[src/rtl/vccf_pkg.sv]
`default_nettype none

package vccf_pkg;

    localparam int MAX_WIDTH   = 1024;
    localparam int SAMPLE_BITS = 16;
    localparam int MAX_HEIGHT  = 4096;
    localparam int MIN_DIM     = 5;
    localparam int EDGE        = 2;

    localparam int COL_W = $clog2(MAX_WIDTH);
    localparam int FW_W  = 11;
    localparam int FH_W  = 13;
    localparam int ROW_W = 13;
    localparam int CFG_W = 13;

    localparam int SCORE_LINES = 4;
    localparam int MASK_LINES  = 2;
    localparam int LANE_W      = $clog2(SCORE_LINES);
    localparam int LINE_WORD_W = SCORE_LINES * SAMPLE_BITS + MASK_LINES;

    localparam int WIN       = 5;
    localparam int FIFO_DEPTH = 4;
    localparam int FIFO_AW    = $clog2(FIFO_DEPTH);
    localparam int LVL_W      = $clog2(FIFO_DEPTH + 1);

    typedef enum logic
    {
        REG_FRAME_WIDTH  = 1'b0,
        REG_FRAME_HEIGHT = 1'b1
    } cfg_reg_t;

    typedef logic [SAMPLE_BITS-1:0] sample_t;
    typedef logic [WIN-1:0][SAMPLE_BITS-1:0] column_t;
    typedef logic [WIN-1:0][WIN-1:0][SAMPLE_BITS-1:0] window_t;

    // one column leaving the line buffers, with its position flags
    typedef struct packed
    {
        logic valid;
        logic emit;
        logic last;
        logic interior;
        logic centre_mask;
    } col_ctrl_t;

    typedef struct packed
    {
        sample_t value;
        logic    last;
    } result_t;

    function automatic sample_t smax(input sample_t a, input sample_t b);
        return ($signed(a) > $signed(b)) ? a : b;
    endfunction

    function automatic sample_t smin(input sample_t a, input sample_t b);
        return ($signed(a) < $signed(b)) ? a : b;
    endfunction

endpackage

`default_nettype wire

[src/rtl/vccf_fifo.sv]
`default_nettype none

module vccf_fifo
    import vccf_pkg::*;
(
    input  wire logic     clk,
    input  wire logic     rst_n,
    input  wire logic     push,
    input  wire result_t  push_data,
    input  wire logic     pop,
    output result_t       head,
    output logic [LVL_W-1:0] level
);

    result_t            mem_reg [FIFO_DEPTH];
    logic [FIFO_AW-1:0] wr_ptr_reg, rd_ptr_reg;
    logic [LVL_W-1:0]   level_reg;

    always_ff @(posedge clk or negedge rst_n)
    begin
        if (!rst_n)
        begin
            wr_ptr_reg <= '0;
            rd_ptr_reg <= '0;
            level_reg  <= '0;
        end
        else
        begin
            if (push)
            begin
                wr_ptr_reg <= wr_ptr_reg + FIFO_AW'(1);
            end
            if (pop)
            begin
                rd_ptr_reg <= rd_ptr_reg + FIFO_AW'(1);
            end
            if (push && !pop)
            begin
                level_reg <= level_reg + LVL_W'(1);
            end
            else if (pop && !push)
            begin
                level_reg <= level_reg - LVL_W'(1);
            end
        end
    end

    always_ff @(posedge clk)
    begin
        if (push)
        begin
            mem_reg[wr_ptr_reg] <= push_data;
        end
    end

    assign head  = mem_reg[rd_ptr_reg];
    assign level = level_reg;

endmodule

`default_nettype wire

[config.mk]
export PLATFORM = sky130hd
export DESIGN_NAME = vccf_fifo
export DESIGN_NICKNAME = d
export VERILOG_FILES = /design/src/rtl/vccf_pkg.sv /design/src/rtl/vccf_fifo.sv
export SDC_FILE = /design/constraint.sdc
export NUM_CORES = 1
export LEC_CHECK = 0
export BUFFER_PORTS_ARGS = -buffer_cell sky130_fd_sc_hd__buf_2
export CORE_MARGIN = 8
export CORE_UTILIZATION = 37
export CTS_CLUSTER_DIAMETER = 30
export DETAILED_ROUTE_END_ITERATION = 8
export HOLD_SLACK_MARGIN = 0.03
export PLACE_DENSITY_LB_ADDON = 0.08
export SYNTH_ARGS = -nofsm -noshare
export SYNTH_HDL_FRONTEND = slang
export SYNTH_SLANG_ARGS = --single-unit
export TNS_END_PERCENT = 5
[constraint.sdc]
create_clock -name clk -period 3.79 [get_ports clk]
set_input_delay 0.758 -clock clk [delete_from_list [all_inputs] [get_ports clk]]
set_output_delay 0.758 -clock clk [all_outputs]
set_load 0.005 [all_outputs]
==> flow_summary.ini <==
[critical_path]
cp-end-kind = primary output
start_kind = register
cp.arrival_ns = 2.07
ff2ff_setup_slack_ns = 1.97
reg2reg_from = wr_ptr_reg[1]$_DFFE_PN0P_
worstPathMaxFanout = 11
critPathKind = register to primary output
r2r_cells = 3
reg2reg_to = mem_reg[1][0]$_DFFE_PP_
worstPathRequired_ns = 3.03

[route]
avgRoutedWirePerCell_um = 17.8
drt_iter0_markers = 29
drt_wl_total_mm = 4.90
drc = 0
dr.pass1.iters = 4
vias = 1280
ant_nets = 0
routed_via_density = 4.64

[layout]
layout_common_cells = 68 x edfxtp_1, 40 x buf_2, 9 x mux4_1, 9 x clkbuf_8, 8 x mux4_2
n_fill_cell = 663
final_common_cell = edfxtp_1
drive_above_1_share = 0.374
area_growth_pct = 19.4
regArea_um2 = 2220
nNetsFinal = 196
multiInputGateArea_um2 = 604
largest_reg_flops = 68
diodes = 0

[global_routing]
grt_first_pass_wirelength_mm = 7.71
grt_pass1_vias = 1448
antenna_found_initial = 0
track_usage = 0.0955
grt_max_degree = 19
grt_overflow_total = 0

[synthesis]
syn_inst = 121
yosysWarnings = 0
yosysUniqueCellTypes = 17
synth_fa_ha_area_frac = 0.0287
synth.net_count = 148
netlist_area_um2 = 2880
synth-xor-area-share = 0.0183
muxShareOfSynthArea = 0.149
ys_seq_area_frac = 0.770
ys_seq_elements = 75
synth-simple-area-share = 0.0126
synth_compound_area_frac = 0.00174
synth_top_family_by_area = multiplexers
avgSynthCellArea_um2 = 23.8

[sta]
tightest_slew_ns = 0.928
report.final.slew_viol_count = 0
finClkSkew_ns = 0.00794
slew_headroom = 0.381
rsz0062_at_grt = false
post-route-min-period_ns = 2.83
hold_viol_final = 0
hold_ws_ns = 0.242
fmax_ghz = 0.353
setup_viol = 0
fin_setup_tns_ns = 0
min_period_over_period = 0.746

[die]
dieHeight_um = 104
start_util = 0.376
rows = 32
fp.coreArea_um2 = 7650
die_area_um2 = 10900
die_w_um = 104
io_pins = 41

[placement]
place.port_buffers = 40
gp_congestion = 0.709
dp_hpwl_mm = 3.22

[clock_tree]
cts_sinks = 75
root_buffer = clkbuf_8
htreeDepth = 3
cts.path.max_buffers = 2
cts_setup_buffers = 0
clk_latency_ns = 0.34
cts_tree = yes
hold_buffers = 0
clkSlewWorstSetupHoldPaths_ns = 0.08
cts_buffers = 9
cts_resized = 0

[power]
power.leakage_nw = 1.25
ir_drop_uv = 305
power.density_cell_area_nw_per_um2 = 758
power_mw = 2.60

[hold_path]
hp-class = primary input to async pin

[status]
status = complete, no violations

[job]
maxCapViolCount = 0
## layer usage
layer,track usage,up-vias,share of wire
li1,-,589,-
met1,0.102,649,0.42
met2,0.163,32,0.51
met3,0.0322,10,0.044
met4,0.0527,0,0.020
met5,0,-,0
## final cells by class
type                       instances  area share
sequential                        75       0.645
multi-input combinational         38       0.176
timing repair buffer              41      0.0605
clock inverter                     6      0.0397
clock buffer                      10      0.0371
tap                              102      0.0371
inverter                           4     0.00437
## power breakdown
| group | leakage, nW | internal (mW) | total [mW] | switching [mW] |
|---|---|---|---|---|
| logic | 0.417 | 0.329 | 0.600 | 0.272 |
| clock network | 0.127 | 0.506 | 0.795 | 0.289 |
| registers | 0.707 | 1.09 | 1.21 | 0.114 |
## logic make-up (layout without fill, tap and decap cells)
family | count (synthesis) | in the layout
adder cells (fa/ha/maj) | 6 | 6
AO/OA/AOI/OAI | 1 | 1
multiplexers | 18 | 18
XOR/XNOR | 6 | 6
flip-flops | 75 | 75
buffers and inverters | 8 | 61
AND/OR/NAND/NOR | 7 | 7
## worst max path at each step
stage | startpoint | to | slack, ns | cells after the start
after floorplan | rd_ptr_reg[0]$_DFFE_PN0P_ | head[0] | 1.92 | 3
after global placement | rd_ptr_reg[0]$_DFFE_PN0P_ | head[12] | 1.28 | 3
after detailed placement | rd_ptr_reg[0]$_DFFE_PN0P_ | head[12] | 1.26 | 3
after CTS | rd_ptr_reg[0]$_DFFE_PN0P_ | head[12] | 0.89 | 3
after global routing | rd_ptr_reg[0]$_DFFE_PN0P_ | head[12] | 0.84 | 3
final | rd_ptr_reg[0]$_DFFE_PN0P_ | head[12] | 0.96 | 3
## metrics by stage
| stage | cells | worst slack [ns] | cell area [µm²] | util |
|---|---|---|---|---|
| after global placement | 260 | 1.28 | 3170 | 0.415 |
| after CTS | 276 | 0.890 | 3440 | 0.449 |
| after floorplan | 121 | 1.92 | 2880 | - |
| final | 276 | 0.961 | 3440 | 0.449 |
| after global routing | 276 | 0.839 | 3440 | 0.449 |
| after detailed placement | 260 | 1.26 | 3170 | 0.415 |
## Yosys cell counts, drive strengths merged
cell type	n	area, µm²
edfxtp	68	2040
mux4	17	417
dfrtp	7	175
ha	5	62.6
and2	4	25.0
buf	4	41.3
inv	4	15.0
xor2	4	35.0
nand2	2	7.51
xnor2	2	17.5
fa	1	20.0
mux2	1	11.3
nor2	1	3.75
o21ai	1	5.00
## critical path: stages (launching register included)
cell     delay (ns)
dfrtp_1        0.65
buf_4          0.32
mux4_1         0.61
buf_2          0.15
No activity file was read; power rests on OpenSTA's default activity.
