$ cat config.mk
export PLATFORM = sky130hd
export DESIGN_NAME = vccf_connect
export DESIGN_NICKNAME = d
export VERILOG_FILES = /design/src/rtl/vccf_pkg.sv /design/src/rtl/vccf_connect.sv
export SDC_FILE = /design/constraint.sdc
export NUM_CORES = 1
export LEC_CHECK = 0
export BUFFER_PORTS_ARGS = -buffer_cell sky130_fd_sc_hd__buf_2
export CORE_ASPECT_RATIO = 1.75
export CORE_MARGIN = 2
export CORE_UTILIZATION = 44
export DETAILED_ROUTE_END_ITERATION = 10
export PLACE_DENSITY = 0.66
export REMOVE_ABC_BUFFERS = 1
export SYNTH_ARGS = -nofsm -noshare
export SYNTH_HDL_FRONTEND = slang
export SYNTH_SLANG_ARGS = --single-unit
$ cat constraint.sdc
create_clock -name clk -period 33.7 [get_ports clk]
set_input_delay 8.425 -clock clk [delete_from_list [all_inputs] [get_ports clk]]
set_output_delay 8.425 -clock clk [all_outputs]
set_load 0.05 [all_outputs]
$ cat src/rtl/vccf_pkg.sv
`default_nettype none

package vccf_pkg;

    localparam int MAX_WIDTH   = 1024;
    localparam int SAMPLE_BITS = 16;
    localparam int MAX_HEIGHT  = 4096;
    localparam int MIN_DIM     = 5;
    localparam int EDGE        = 2;

    localparam int COL_W = $clog2(MAX_WIDTH);
    localparam int FW_W  = 11;
    localparam int FH_W  = 13;
    localparam int ROW_W = 13;
    localparam int CFG_W = 13;

    localparam int SCORE_LINES = 4;
    localparam int MASK_LINES  = 2;
    localparam int LANE_W      = $clog2(SCORE_LINES);
    localparam int LINE_WORD_W = SCORE_LINES * SAMPLE_BITS + MASK_LINES;

    localparam int WIN       = 5;
    localparam int FIFO_DEPTH = 4;
    localparam int FIFO_AW    = $clog2(FIFO_DEPTH);
    localparam int LVL_W      = $clog2(FIFO_DEPTH + 1);

    typedef enum logic
    {
        REG_FRAME_WIDTH  = 1'b0,
        REG_FRAME_HEIGHT = 1'b1
    } cfg_reg_t;

    typedef logic [SAMPLE_BITS-1:0] sample_t;
    typedef logic [WIN-1:0][SAMPLE_BITS-1:0] column_t;
    typedef logic [WIN-1:0][WIN-1:0][SAMPLE_BITS-1:0] window_t;

    // one column leaving the line buffers, with its position flags
    typedef struct packed
    {
        logic valid;
        logic emit;
        logic last;
        logic interior;
        logic centre_mask;
    } col_ctrl_t;

    typedef struct packed
    {
        sample_t value;
        logic    last;
    } result_t;

    function automatic sample_t smax(input sample_t a, input sample_t b);
        return ($signed(a) > $signed(b)) ? a : b;
    endfunction

    function automatic sample_t smin(input sample_t a, input sample_t b);
        return ($signed(a) < $signed(b)) ? a : b;
    endfunction

endpackage

`default_nettype wire

$ cat src/rtl/vccf_connect.sv
`default_nettype none

module vccf_connect
    import vccf_pkg::*;
(
    input  wire logic      clk,
    input  wire logic      rst_n,
    input  wire col_ctrl_t ctrl,
    input  wire column_t   column,
    output logic           push,
    output result_t        result
);

    window_t window_reg, window_next;
    logic    s2_valid_reg, s2_last_reg, s2_use_reg;
    sample_t c1, c2, c3, c4, best;

    always_comb
    begin
        for (int i = 0; i < WIN; i++)
        begin
            for (int j = 0; j < WIN - 1; j++)
            begin
                window_next[i][j] = window_reg[i][j+1];
            end
            window_next[i][WIN-1] = column[i];
        end
    end

    always_ff @(posedge clk or negedge rst_n)
    begin
        if (!rst_n)
        begin
            window_reg   <= '0;
            s2_valid_reg <= 1'b0;
            s2_last_reg  <= 1'b0;
            s2_use_reg   <= 1'b0;
        end
        else
        begin
            s2_valid_reg <= ctrl.valid && ctrl.emit;
            if (ctrl.valid)
            begin
                window_reg  <= window_next;
                s2_last_reg <= ctrl.last;
                s2_use_reg  <= ctrl.interior && ctrl.centre_mask;
            end
        end
    end

    // window row 0 is the oldest line, column 4 the newest pixel
    always_comb
    begin
        c1 = smin(smax(window_reg[2][3], window_reg[2][4]),
                  smax(window_reg[2][1], window_reg[2][0]));
        c2 = smin(smax(window_reg[3][2], window_reg[4][2]),
                  smax(window_reg[1][2], window_reg[0][2]));
        c3 = smin(smax(window_reg[1][1], window_reg[0][0]),
                  smax(window_reg[3][3], window_reg[4][4]));
        c4 = smin(smax(window_reg[3][1], window_reg[4][0]),
                  smax(window_reg[1][3], window_reg[0][4]));
        best = smax(smax(c1, c2), smax(c3, c4));
    end

    assign push         = s2_valid_reg;
    assign result.value = s2_use_reg ? best : '0;
    assign result.last  = s2_last_reg;

endmodule

`default_nettype wire

==> flow_metrics.py <==
metrics = {
    "placed_design": {
        "dp_hpwl_um": 50580,
        "placer_s_final_routability_congestion_estimate": 0.9848,
        "place_area_um2": 23540,
        "port_buffers": 104,
        "placed_cells_incl_taps": 2839,
    },
    "routing": {
        "ant_nets": 0,
        "firstDrtPassIters": 5,
        "detail_route.drc_violations": 0,
        "drt_first_iter_violations": 988,
        "viasPerCell": 5.727,
        "vias_post_dr": 16643,
        "routed_wire_length_per_instance_um": 22.25,
        "routed_wl_um": 64650,
    },
    "clock_network": {
        "clock_insertion_delay_worst_skew_ps": 560,
        "cts_hold_repair.buffers": 0,
        "worst_setup_hold_path_clk_slew_ps": 70,
        "total_setup_buffers_inserted_after_cts": 0,
        "clock_sinks": 371,
        "number_of_clock_buffers_inserted_by_tritoncts": 38,
        "cts_max_level": 2,
        "tritoncts": "done",
        "root_buffer": "clkbuf_16",
        "post_cts.resized_instances": 0,
        "cts.path.max_buffers": 3,
    },
    "cells_and_area": {
        "flow.area_growth_from_synthesis_pct": 11.07,
        "top_library_cells_by_usage_in_the_layout_fill_and_taps_aside": "371 x dfrtp_1, 266 x mux2_2, 234 x ha_1",
        "num_antenna_cells": 0,
        "layout.cells.most_common": "dfrtp_1",
        "fin_cells": 2906,
        "fin_area_um2": 24860,
        "largest_register_ff_count": 320,
        "fin_nets": 2534,
        "drive_above_1_share": 0.2112,
        "final.fill_count": 4598,
    },
    "grt": {
        "gr-usage-all-layers": 0.2468,
        "grt_antenna_before_repair": 0,
        "grt_remaining_overflow": 0,
        "pin_count_of_the_biggest_net_entering_global_routing": 176,
        "grt_pass1_wl_um": 99680,
        "number_of_global_route_vias_before_repair": 17159,
    },
    "timing": {
        "timing.max_slew.rel_slack": 0.1978,
        "timing.setup.tns_ps": 0,
        "max_freq_mhz": 47.11,
        "setup_repair_after_global_routing_missed_its_margin": "false",
        "post-route-period-util": 0.6299,
        "final.hold.worst_slack_ps": 463.9,
        "drv_slew": 0,
        "setup_violations": 0,
        "finalCriticalPeriod_ps": 21230,
        "worstMarginPinSlew_ps": 1195,
        "clock_skew_ps": 18.47,
        "hold_violations": 0,
    },
    "synthesis": {
        "synth_area_um2": 22380,
        "syn_avg_cell_area_um2": 10.43,
        "synth_top_cell_area_share": 0.4148,
        "synth_enable_flop_cells": 0,
        "yosys_warnings": 0,
        "synthesis.instances": 2145,
        "postSynthRegisterBits": 371,
        "asyncSetResetFlopFracSynth": 1.000,
        "synth_flop_cell": "dfrtp_1",
        "synth_area_leaders": "dfrtp_1 41%, mux2_2 13%, ha_1 13%",
        "synth_cell_type_count": 63,
        "synth-seq-area-share": 0.4148,
        "synth_top_area_cell": "dfrtp_1",
    },
    "die": {
        "placementRows": 109,
        "start_util": 0.4447,
        "die_outline_area_um2": 52760,
        "placeableCoreArea_um2": 50320,
        "die_w_um": 174.5,
        "die_h_um": 302.4,
        "io_pins": 105,
    },
    "status": {
        "status": "complete, no violations",
    },
    "critical_path": {
        "max_stage_delay_ps": 970,
        "endpoint_kind": "output port",
        "data_arrival_time_of_the_critical_path_ps": 12800,
        "worst-endpoint-required_ps": 25270,
        "critical_path.max_fanout": 19,
        "crit_type": "reg2out",
        "critPathLaunchType": "flip-flop",
        "critPathSlowestCell": "and2_1",
    },
    "job": {
        "maxCapViolations": 0,
    },
    "worst_hold_path": {
        "timing.hold.worst.class": "reg2reg",
    },
}
[worst max-delay path, delay by kind of cell (launching register included)]
kind            cells  cell delay [ps]
compound gates     13             3770
xor+xnor            1              810
fa+ha+maj           4             1380
buf+inv             1              350
flops               1              430
mux                 4             1570
simple gates       12             3930
[cell usage after synthesis (all sizes together), types with 20 or more instances]
master and n:
nand2 188, clkbuf 83, ha 234, nor2 38
a21o 52, o21ai 188, a21oi 93, nand3 39
inv 208, nor2b 24, mux2i 130, dfrtp 371
o211ai 20, mux2 270, nand4 38
[cell families after synthesis]
| logic type | count (synthesis) | share of synthesized area |
|---|---|---|
| compound gates | 460 | 0.1288 |
| mux | 400 | 0.1947 |
| simple gates | 378 | 0.07866 |
| flops | 371 | 0.4148 |
| buf+inv | 301 | 0.05154 |
| fa+ha+maj | 234 | 0.1308 |
| xor+xnor | 1 | 0.0007269 |
[through the flow]
stage	worst slack (ps)	util
6_report	12470	0.4940
5_1_grt	11660	0.4940
4_1_cts	12540	0.4940
3_5_place_dp	13130	0.4678
3_3_place_gp	13230	0.4678
2_1_floorplan	13100	-
[final cells by class]
type	instances	area (um^2)	share of cell area
well taps	666	833.3	0.03352
inverters	208	780.7	0.03141
clock inverters	14	221.5	0.008908
repair buffers	121	668.1	0.02688
clock buffers	53	1099	0.04419
flip-flops and latches	371	9284	0.3734
multi-input cells	1473	11970	0.4817
[layer usage]
layer,routed length (um),vias to the layer above,GRT usage
li1,-,7817,-
met1,24200,8228,0.2690
met2,33030,419,0.4462
met3,2337,179,0.03268
met4,5079,0,0.1657
met5,0,-,0
[path summary, 6_finish.rpt]
kind                       cells after the start  slack [ps]        startpoint               end
max                                           35       12470  window_next[127]        result[10]
min                                            2         460   window_next[37]   window_next[21]
max reg2reg                                    1       32740   window_next[48]   window_next[32]
min reg2reg                                    2         460   window_next[37]   window_next[21]
max in group asynchronous                      4       22730             rst_n  window_next[133]
min in group asynchronous                      1        7970             rst_n  window_next[291]
Power is left out: the tool's default activity adds up to more than one toggle a clock period on the data nets, which glitch-free logic cannot reach.
